### config.mk
export PLATFORM = sky130hd
export DESIGN_NAME = breakpoint_match_table_core
export DESIGN_NICKNAME = d
export VERILOG_FILES = /design/src/bmt_pkg.sv /design/src/bmt_cell.sv /design/src/breakpoint_match_table_core.sv
export SDC_FILE = /design/constraint.sdc
export NUM_CORES = 1
export LEC_CHECK = 0
export ABC_AREA = 1
export ABC_CLOCK_PERIOD_IN_PS = 4300
export BUFFER_PORTS_ARGS = -buffer_cell sky130_fd_sc_hd__buf_2
export CORE_MARGIN = 10
export CORE_UTILIZATION = 55
export CTS_CLUSTER_DIAMETER = 150
export DETAILED_ROUTE_END_ITERATION = 6
export HOLD_SLACK_MARGIN = 0.03
export PLACE_DENSITY = 0.71
export SYNTH_ARGS = -nofsm -noshare
export SYNTH_HDL_FRONTEND = slang
export SYNTH_HIERARCHICAL = 1
export SYNTH_SLANG_ARGS = --single-unit
### constraint.sdc
create_clock -name clk -period 4.3 [get_ports clk]
set_clock_uncertainty 0.15 [all_clocks]
set_input_delay 0.43 -clock clk [delete_from_list [all_inputs] [get_ports clk]]
set_output_delay 0.43 -clock clk [all_outputs]
set_load 0.02 [all_outputs]
### src/bmt_pkg.sv
// ----------------------------------------------------------------------------
// Breakpoint match table package
// Request, response, entry and token types shared by the table modules.
// ----------------------------------------------------------------------------
package bmt_pkg;

    localparam int ADDR_W = 24;
    localparam int PERM_W = 3;
    localparam int CMD_W  = 2;

    localparam logic [CMD_W-1:0] CMD_LOOKUP = 2'd0;
    localparam logic [CMD_W-1:0] CMD_ADD    = 2'd1;
    localparam logic [CMD_W-1:0] CMD_DELETE = 2'd2;

    typedef struct packed {
        logic [CMD_W-1:0]  command;
        logic [ADDR_W-1:0] target_address;
        logic [PERM_W-1:0] new_perms;
    } bmt_req_t;

    typedef struct packed {
        logic [PERM_W-1:0] match_perms;
        logic              op_failed;
    } bmt_rsp_t;

    typedef struct packed {
        logic              valid;
        logic [ADDR_W-1:0] address;
        logic [PERM_W-1:0] perms;
    } bmt_entry_t;

    // A command as it walks the chain, with what it has seen so far.
    typedef struct packed {
        logic [CMD_W-1:0]  command;
        logic [ADDR_W-1:0] address;
        logic [PERM_W-1:0] new_perms;
        logic              found;
        logic [PERM_W-1:0] hit_perms;
        logic              placed;
    } bmt_token_t;

endpackage

### src/bmt_cell.sv
// ----------------------------------------------------------------------------
// Breakpoint match table cell
// Holds one table entry and applies a passing command token to it.
// ----------------------------------------------------------------------------
module bmt_cell
    import bmt_pkg::*;
(
    input  logic       clk,
    input  logic       rst_n,
    input  logic       tok_in_valid,
    input  bmt_token_t tok_in,
    input  bmt_entry_t next_entry,
    output logic       tok_out_valid,
    output bmt_token_t tok_out,
    output bmt_entry_t entry
);

    logic              tok_valid_reg;
    bmt_token_t        tok_reg;
    logic              entry_valid_reg;
    logic              entry_valid_next;
    logic [PERM_W-1:0] entry_perms_reg;
    logic [PERM_W-1:0] entry_perms_next;
    logic [ADDR_W-1:0] entry_addr_reg;
    logic [ADDR_W-1:0] entry_addr_next;
    logic              match;
    logic              seen;

    always_ff @(posedge clk or negedge rst_n)
    begin
        if (!rst_n)
        begin
            tok_valid_reg   <= 1'b0;
            entry_valid_reg <= 1'b0;
            entry_perms_reg <= '0;
        end
        else
        begin
            tok_valid_reg   <= tok_in_valid;
            entry_valid_reg <= entry_valid_next;
            entry_perms_reg <= entry_perms_next;
        end
    end

    always_ff @(posedge clk)
    begin
        if (tok_in_valid)
        begin
            tok_reg <= tok_in;
        end
        entry_addr_reg <= entry_addr_next;
    end

    assign match = entry_valid_reg && (entry_addr_reg == tok_reg.address);
    assign seen  = tok_reg.found || match;

    always_comb
    begin
        entry_valid_next  = entry_valid_reg;
        entry_perms_next  = entry_perms_reg;
        entry_addr_next   = entry_addr_reg;
        tok_out           = tok_reg;
        tok_out.found     = seen;
        if (match)
        begin
            tok_out.hit_perms = entry_perms_reg;
        end
        if (tok_valid_reg)
        begin
            case (tok_reg.command)
                CMD_ADD:
                begin
                    if (match)
                    begin
                        entry_perms_next = tok_reg.new_perms;
                    end
                    else if (!entry_valid_reg && !tok_reg.found && !tok_reg.placed)
                    begin
                        // Valid entries are packed, so the first empty cell is the free slot.
                        entry_valid_next = 1'b1;
                        entry_addr_next  = tok_reg.address;
                        entry_perms_next = tok_reg.new_perms;
                        tok_out.placed   = 1'b1;
                    end
                end
                CMD_DELETE:
                begin
                    // The neighbor has not seen this token yet, so its entry is still intact.
                    if (seen)
                    begin
                        entry_valid_next = next_entry.valid;
                        entry_addr_next  = next_entry.address;
                        entry_perms_next = next_entry.perms;
                    end
                end
                default:
                begin
                end
            endcase
        end
    end

    assign tok_out_valid = tok_valid_reg;
    assign entry.valid   = entry_valid_reg;
    assign entry.address = entry_addr_reg;
    assign entry.perms   = entry_perms_reg;

endmodule

### src/breakpoint_match_table_core.sv
// The command token walks the cell chain one entry per cycle. Only one request is in
// flight: the block takes no new request until the token has passed every cell and
// its response is registered.
// A new request is taken while the previous response still waits for rsp_ready.
// Reset (rst_n, asynchronous, active low) empties the table at once.
// ----------------------------------------------------------------------------
// Breakpoint match table core
// Compacted table of address breakpoints with lookup, add and delete,
// built as a chain of entry cells that a command token walks through.
// ----------------------------------------------------------------------------
module breakpoint_match_table_core
    import bmt_pkg::*;
#(
    parameter int DEPTH = 16
)
(
    input  logic     clk,
    input  logic     rst_n,
    input  logic     req_valid,
    output logic     req_ready,
    input  bmt_req_t req,
    output logic     rsp_valid,
    input  logic     rsp_ready,
    output bmt_rsp_t rsp
);

    logic       tok_valid [DEPTH+1];
    bmt_token_t tok       [DEPTH+1];
    bmt_entry_t entries   [DEPTH+1];

    logic       busy_reg;
    logic       busy_next;
    logic       end_valid_reg;
    logic       end_valid_next;
    bmt_token_t end_tok_reg;
    logic       rsp_valid_reg;
    logic       rsp_valid_next;
    bmt_rsp_t   rsp_reg;
    bmt_rsp_t   rsp_next;
    logic       req_fire;
    logic       end_move;

    assign req_ready = !busy_reg;
    assign req_fire  = req_valid && req_ready;
    assign end_move  = end_valid_reg && (!rsp_valid_reg || rsp_ready);

    assign tok_valid[0]       = req_fire;
    assign tok[0].command     = req.command;
    assign tok[0].address     = req.target_address;
    assign tok[0].new_perms   = req.new_perms;
    assign tok[0].found       = 1'b0;
    assign tok[0].hit_perms   = '0;
    assign tok[0].placed      = 1'b0;
    assign entries[DEPTH]     = '0;

    for (genvar k = 0; k < DEPTH; k++)
    begin : g_cell
        bmt_cell u_cell (
            .clk           (clk),
            .rst_n         (rst_n),
            .tok_in_valid  (tok_valid[k]),
            .tok_in        (tok[k]),
            .next_entry    (entries[k+1]),
            .tok_out_valid (tok_valid[k+1]),
            .tok_out       (tok[k+1]),
            .entry         (entries[k])
        );
    end

    always_comb
    begin
        busy_next      = busy_reg;
        end_valid_next = end_valid_reg;
        rsp_valid_next = rsp_valid_reg;
        rsp_next       = rsp_reg;
        if (rsp_valid_reg && rsp_ready)
        begin
            rsp_valid_next = 1'b0;
        end
        if (end_move)
        begin
            end_valid_next = 1'b0;
            busy_next      = 1'b0;
            rsp_valid_next = 1'b1;
            rsp_next.match_perms = ((end_tok_reg.command == CMD_LOOKUP) && end_tok_reg.found)
                                   ? end_tok_reg.hit_perms : '0;
            rsp_next.op_failed   =
                ((end_tok_reg.command == CMD_ADD) && !end_tok_reg.found && !end_tok_reg.placed)
                || ((end_tok_reg.command == CMD_DELETE) && !end_tok_reg.found);
        end
        if (tok_valid[DEPTH])
        begin
            end_valid_next = 1'b1;
        end
        if (req_fire)
        begin
            busy_next = 1'b1;
        end
    end

    always_ff @(posedge clk or negedge rst_n)
    begin
        if (!rst_n)
        begin
            busy_reg      <= 1'b0;
            end_valid_reg <= 1'b0;
            rsp_valid_reg <= 1'b0;
        end
        else
        begin
            busy_reg      <= busy_next;
            end_valid_reg <= end_valid_next;
            rsp_valid_reg <= rsp_valid_next;
        end
    end

    always_ff @(posedge clk)
    begin
        if (tok_valid[DEPTH])
        begin
            end_tok_reg <= tok[DEPTH];
        end
        rsp_reg <= rsp_next;
    end

    assign rsp_valid = rsp_valid_reg;
    assign rsp       = rsp_reg;

endmodule

==> summary.md, run 1 <==
| Metric | Value |
|---|---|
| Area Overhead vs Synth | `4.05%` |
| Crit Path Class | `reg2reg` |
| Pins Over Slew Limit | `0` |
| Vias in the first global route | `roughly 33000` |
| Final setup vio count | `0` |
| Maximum clock insertion buffer count | `3` |
| PostCTS Resize Cnt | `0` |
| Setup TNS Final | `0 ps` |
| Share of layout cells above drive strength 1 | `9.35%` |
| Clock sinks | `approximately 1000` |
| Max VDD drop | `slightly above 0.4 mV` |
| Placeable Area | `slightly above 90000 sq um` |
| Origin of the critical flop-to-flop path | `g_cell[15].u_cell/entry_addr_reg[2]` |
| Worst r2r dst | `g_cell[15].u_cell/entry_addr_reg[18]` |
| Status | `finished clean` |
| CP peak stage delay | `just over 800 ps` |
| Flop pwr share | `about half` |
| Post-detail-place hpwl | `between 80000 and 90000 microns` |
| Reg2reg path depth | `11` |
| Relative slew slack | `a little over a quarter` |
| Initial detailed-routing violation count | `around 3700` |
| Congestion Overflow GR | `0` |
| Synth warn | `6` |
| Pwr Total | `just under 30000 uW` |
| Final worst-path cycle share | `approximately two thirds` |
| H-tree levels | `3` |
| Layout Nets | `5163` |
| Synth Cell Area | `51700 sq um` |
| Most used cell, CP | `nand2_1` |
| Die Width | `between 300 and 400 microns` |
| CP Capture Type | `flip-flop` |
| Critical Path, Cell by Cell | `nand2_1, nand2_1, nor2_1, nand3_1, nor2_2, nand3_4, nand2_4, nand2_2, nand2_2, nand2_1, inv_1` |
| R2R Setup Slk | `about 1400 ps` |
| Pin count of the biggest net entering global routing | `61` |
| Clk pwr share | `32.6%` |
| Fillcell total | `a little under 8000` |
| Antenna cells | `0` |
| Number of flip-flops in the largest register | `464` |
| Detailed Routing Iterations Pass 1 | `5` |
| Power Density | `around 540 nW/um^2` |
| ANT nets after route | `0` |
| Routability cong. | `0.940` |
| GRT Total Usage | `between 20% and 30%` |
| Via-per-instance ratio | `5.21` |
| Number of max-cap violations | `0` |
| # port buffers | `38` |
| First-pass GRT wire length | `approximately 180000 microns` |
| Worst hold-check path type | `in2async` |
| Clk Latency, worst-skew pair | `680 ps` |
| DIE HEIGHT | `326 microns` |
| Final Hold Fails | `0` |
| CP Launch Type | `flip-flop` |
| Critical path peak fanout | `24` |
| Buffers & Inverters on Critical Path | `1` |
| Arr. time, crit path | `between 3000 and 4000 ps` |
| Worst Tran Pin Value | `between 1000 and 1500 ps` |
| Avg Cell Area, Syn | `roughly 9.5 sq um` |
| Crit path required time | `4440 ps` |
| Routed len/inst | `18.1 microns` |
| Delay-heaviest family, CP | `simple AND/OR/NAND/NOR gates` |
| Slowest cell on crit path | `inv_1` |
| Clock Tree Root | `clkbuf_16` |
| Switching Fraction | `29.9%` |
| Total CTS buffers | `between 100 and 150` |
| Post-synthesis cell count | `approximately 5500` |
| DRC | `0` |
| FMAX | `about 340 MHz` |
| Vias | `33800` |
| Initial Utilization | `between 50% and 60%` |
| Int Power | `20200 uW` |
| CTS tree | `done` |
| DRT Wirelength | `approximately 120000 microns` |
| Pleak | `0.0232 uW` |
| Ports | `39` |
| P_sw | `approximately 8600 uW` |
| Gate power share | `between 10% and 20%` |
| Num rows | `112` |
| RSZ-0062 raised after global routing | `false` |
| Min Tclk post-route | `2930 ps` |
| Die area | `107000 sq um` |
| CTS clock-pin slew for the worst setup and hold paths | `approximately 60 ps` |
| Initial antenna violation count | `0` |
[cell type report]
class / instances / area [sq um] / share of cell area [%]
repair buffers: 104 / 768 / 1.43
multi-input cells: 3216 / 15000 / 27.9
inverters: 681 / 2560 / 4.75
well taps: 1254 / 1570 / 2.92
clock inverters: 59 / 677 / 1.26
flip-flops and latches: 1022 / 30300 / 56.3
clock buffers: 140 / 2910 / 5.42
[per-layer routing]
metal	GRT usage (%)	up-vias	wire length, microns
met5	0	-	0
met4	5.30	0	2450
met3	3.26	168	7590
met2	36.0	1127	56600
met1	29.5	16100	50800
li1	-	16300	-
[through the flow]
step / setup WS [ps] / utilization, % / instance area (sq um) / hold slack [ps] / instances
2_1_floorplan: 1980 / - / 51800 / -15.6 / 5483
3_3_place_gp: 1410 / 53.4 / 49900 / 284 / 6245
3_5_place_dp: 1380 / 53.4 / 49900 / 284 / 6245
4_1_cts: 1360 / 57.6 / 53800 / 270 / 6476
5_1_grt: 1170 / 57.6 / 53800 / 284 / 6476
6_report: 1370 / 57.6 / 53800 / 269 / 6476
[worst max path at each step]
stage / startpoint / to / slack (ps) / cells after the start
floorplan: g_cell[0].u_cell/tok_out_valid / g_cell[0].u_cell/entry_addr_reg[0] / 1980 / 2
global placement: g_cell[11].u_cell/tok_out[30] / g_cell[11].u_cell/entry_addr_reg[2] / 1410 / 9
detailed placement: g_cell[15].u_cell/entry_addr_reg[2] / g_cell[15].u_cell/entry_addr_reg[12] / 1380 / 11
CTS: g_cell[4].u_cell/tok_out[16] / g_cell[4].u_cell/entry_addr_reg[2] / 1360 / 9
global route: g_cell[12].u_cell/tok_out[17] / g_cell[12].u_cell/entry_addr_reg[14] / 1170 / 12
finish: g_cell[15].u_cell/entry_addr_reg[2] / g_cell[15].u_cell/entry_addr_reg[18] / 1370 / 11
[power groups by stage]
stage / Clock (uW) / Combinational, uW / Sequential, uW
after global routing: 9970 / 5500 / 14800
final: 9420 / 4850 / 14600
after CTS: 9600 / 4820 / 14600
after detailed placement: 0 / 4760 / 14800
after global placement: 0 / 4640 / 14800
after floorplan: 0 / 4160 / 14500
[layout by cell type (no fill, tap or decap), types with 3 or more instances in the layout]
cell	n
a21boi_1	16
a21oi_1	16
a31o_2	16
and2_1	16
buf_2	37
buf_4	35
bufinv_16	13
clkbuf_1	22
clkbuf_16	107
clkbuf_8	11
clkinv_1	17
clkinv_2	13
clkinv_4	3
clkinvlp_4	7
conb_1	33
dfrtp_1	83
dlygate4sd3_1	32
edfxtp_1	939
inv_1	649
inv_2	32
inv_6	3
mux2_2	32
mux2_4	16
nand2_1	1895
nand2_2	32
nand2_4	16
nand3_1	128
nand3_2	16
nand3_4	16
nand4_1	96
nor2_1	309
nor2_2	64
nor2b_1	32
nor3_1	16
o21ai_0	273
o21ai_1	16
or2_2	16
xnor2_1	96
xor2_1	48
[timing repair]
| action | CTS | global route |
|---|---|---|
| hold buffers | 32 | 0 |
| hold endpoints to repair | 92 | 0 |
| buffers inserted | 0 | 0 |
No activity file was read; power rests on OpenSTA's default activity.
==> inputs of run 2 (changes only) <==
ABC_CLOCK_PERIOD_IN_PS = 2800   (was 4300)
clock period = 2.8 ns   (was 4.3 ns; I/O delays follow)
==> run 2 against run 1 <==
Highest routed layer unchanged. Via count up 0.68%. Wire length up 1.3%. Utilization rose by 0.47 points. Cell count rose by 0.46%. Worst hold slack lost 100 ps. Critical path type unchanged. Largest power group unchanged.
==> summary.md, run 2 (same netlist as run 1, synthesis figures left out) <==
| Metric | Value |
|---|---|
| Vias in the first global route | `33000 (+1.4%)` |
| Placeable Area | `93300 sq um (unchanged)` |
| Final setup vio count | `0 (unchanged)` |
| Finished Layout Cells | `6506 (+0.46%)` |
| Relative slew slack | `56.4% (+29 points)` |
| Pleak | `0.0234 uW (+0.89%)` |
| Via-per-instance ratio | `5.23 (+0.22%)` |
| Status | `finished clean` |
| Die Width | `326 microns (unchanged)` |
| DR WL met2 | `57400 microns (+1.4%)` |
| Number of flip-flops in the largest register | `464 (unchanged)` |
| Initial antenna violation count | `0 (unchanged)` |
| H-tree levels | `3 (unchanged)` |
| CP peak stage delay | `440 ps (-370 ps)` |
| CP Launch Type | `flip-flop` |
| Post-detail-place hpwl | `86600 microns (+1.6%)` |
| Max VDD drop | `0.572 mV (+40%)` |
| Most frequent cells in the layout | `nand2_1 (1895), edfxtp_1 (939), inv_1 (649)` |
| Critical Path, Cell by Cell | `xnor2_1, nand3_1, nor2_2, nand3_4, nand2_4, nand2_2, nand2_2, nand2_1, inv_1, buf_4` |
| FMAX | `401 MHz (+17%)` |
| Final hold slack | `169 ps (-100 ps)` |
| Number of max-cap violations | `0 (unchanged)` |
| GRT Total Usage | `21.9% (+0.26 points)` |
| Final worst-path cycle share | `89.0% (+21 points)` |
| Clock sinks | `1022 (unchanged)` |
| Worst hold-check path type | `in2reg` |
| Crit Path Class | `reg2reg` |
| Detailed Routing Iterations Pass 1 | `5 (unchanged)` |
| Num rows | `112 (unchanged)` |
| Die area | `107000 sq um (unchanged)` |
| ANT nets after route | `0 (unchanged)` |
| Maximum clock insertion buffer count | `3 (unchanged)` |
| Commonest non-fill, non-tap cell in the layout | `nand2_1` |
| Min Tclk post-route | `2490 ps (-434 ps)` |
| Share of layout cells above drive strength 1 | `9.86% (+0.52 points)` |
| Critical path peak fanout | `24 (unchanged)` |
| # port buffers | `38 (unchanged)` |
| Arr. time, crit path | `2680 ps (-390 ps)` |
| Worst Tran Pin Value | `654 ps (-435 ps)` |
| Ports | `39 (unchanged)` |
| Highest Signal Layer | `met4` |
| Area Overhead vs Synth | `4.89%` |
| Routed len/inst | `18.3 microns (+0.81%)` |
| Pwr Total | `44800 uW (+55%)` |
| Pin count of the biggest net entering global routing | `58 (-4.9%)` |
| Routability cong. | `0.956 (+1.7%)` |
| Clk Latency, worst-skew pair | `680 ps (about the same)` |
| Most used cell, CP | `nand2_2` |
| Final Hold Fails | `0 (unchanged)` |
| Clock Tree Root | `clkbuf_16` |
| RSZ-0062 raised after global routing | `false` |
| Setup TNS Final | `0 ps (unchanged)` |
| Crit path required time | `2990 ps (-1450 ps)` |
| Initial detailed-routing violation count | `3350 (-9.3%)` |
| DRT Wirelength | `119000 microns (+1.3%)` |
| CP Capture Type | `flip-flop` |
| Antenna cells | `0 (unchanged)` |
| M1 WL | `51500 microns (+1.4%)` |
| Total CTS buffers | `106 (+0.95%)` |
| Congestion Overflow GR | `0 (unchanged)` |
| Post-Place Cells | `6271 (+0.42%)` |
| Pins Over Slew Limit | `0 (unchanged)` |
| DIE HEIGHT | `326 microns (unchanged)` |
| Power Density | `826 nW/um^2 (+54%)` |
| First-pass GRT wire length | `186000 microns (+1.5%)` |
| Slowest cell on crit path | `edfxtp_1` |
| R2R Setup Slk | `310 ps (-1070 ps)` |
| WL met3 | `7770 microns (+2.5%)` |
| Layout Nets | `5193 (+0.58%)` |
| CTS clock-pin slew for the worst setup and hold paths | `60 ps (about the same)` |
| DRC | `0 (unchanged)` |
| Vias | `34000 (+0.68%)` |
| CTS tree | `done` |
| Initial Utilization | `55.4% (unchanged)` |
==> run 2: worst max-delay path, delay by kind of cell (launching register included) <==
| kind | cells | cell delay [ps] |
|---|---|---|
| and+or+nand+nor | 7 | 740 |
| DFF | 1 | 440 |
| xor gates and xnor gates | 1 | 410 |
| buffers and inverters | 2 | 400 |
==> run 2: layout make-up <==
type	instances	area, sq um
clock inverters	60	732
fillers	7931	39100
multi-input cells	3216	15000
inverters	681	2560
well taps	1254	1570
clock buffers	140	2890
flip-flops and latches	1022	30300
repair buffers	133	1170
==> run 2: layer usage <==
layer	GRT usage [%]	up-vias
met2	36.4	1150
li1	-	16400
met4	4.92	0
met5	0	-
met3	2.96	175
met1	30.3	16300
==> run 2: power breakdown <==
group	internal (uW)	switching (uW)	total, uW
Clock	8670	6010	14700
Sequential	20200	2360	22500
Combinational	2470	5050	7530
==> run 2: through the flow <==
step,worst slack [ps],instance area [sq um],util (%)
2_1_floorplan,481,51800,-
6_report,307,54200,58.1
4_1_cts,352,54200,58.1
5_1_grt,159,54200,58.1
3_5_place_dp,384,50200,53.8
3_3_place_gp,385,50200,53.8
==> run 2: worst paths after layout <==
kind,start,to,cells after the start
worst min register to register,g_cell[8].u_cell/tok_out[33],g_cell[9].u_cell/tok_out[33],0
min in group asynchronous,rst_n,g_cell[14].u_cell/tok_out_valid,4
worst max-delay path,g_cell[12].u_cell/tok_out[14],g_cell[12].u_cell/entry_addr_reg[0],10
worst max register to register,g_cell[12].u_cell/tok_out[14],g_cell[12].u_cell/entry_addr_reg[0],10
worst min-delay path,req[28],g_cell[0].u_cell/tok_out[33],2
max in group asynchronous,rst_n,g_cell[8].u_cell/tok_out_valid,4
==> run 2: what timing repair did <==
action | in CTS | in global routing
hold buffers | 35 | 0
endpoints found under the hold margin | 120 | 0
gates resized for setup | 0 | 0
buffers inserted | 0 | 0
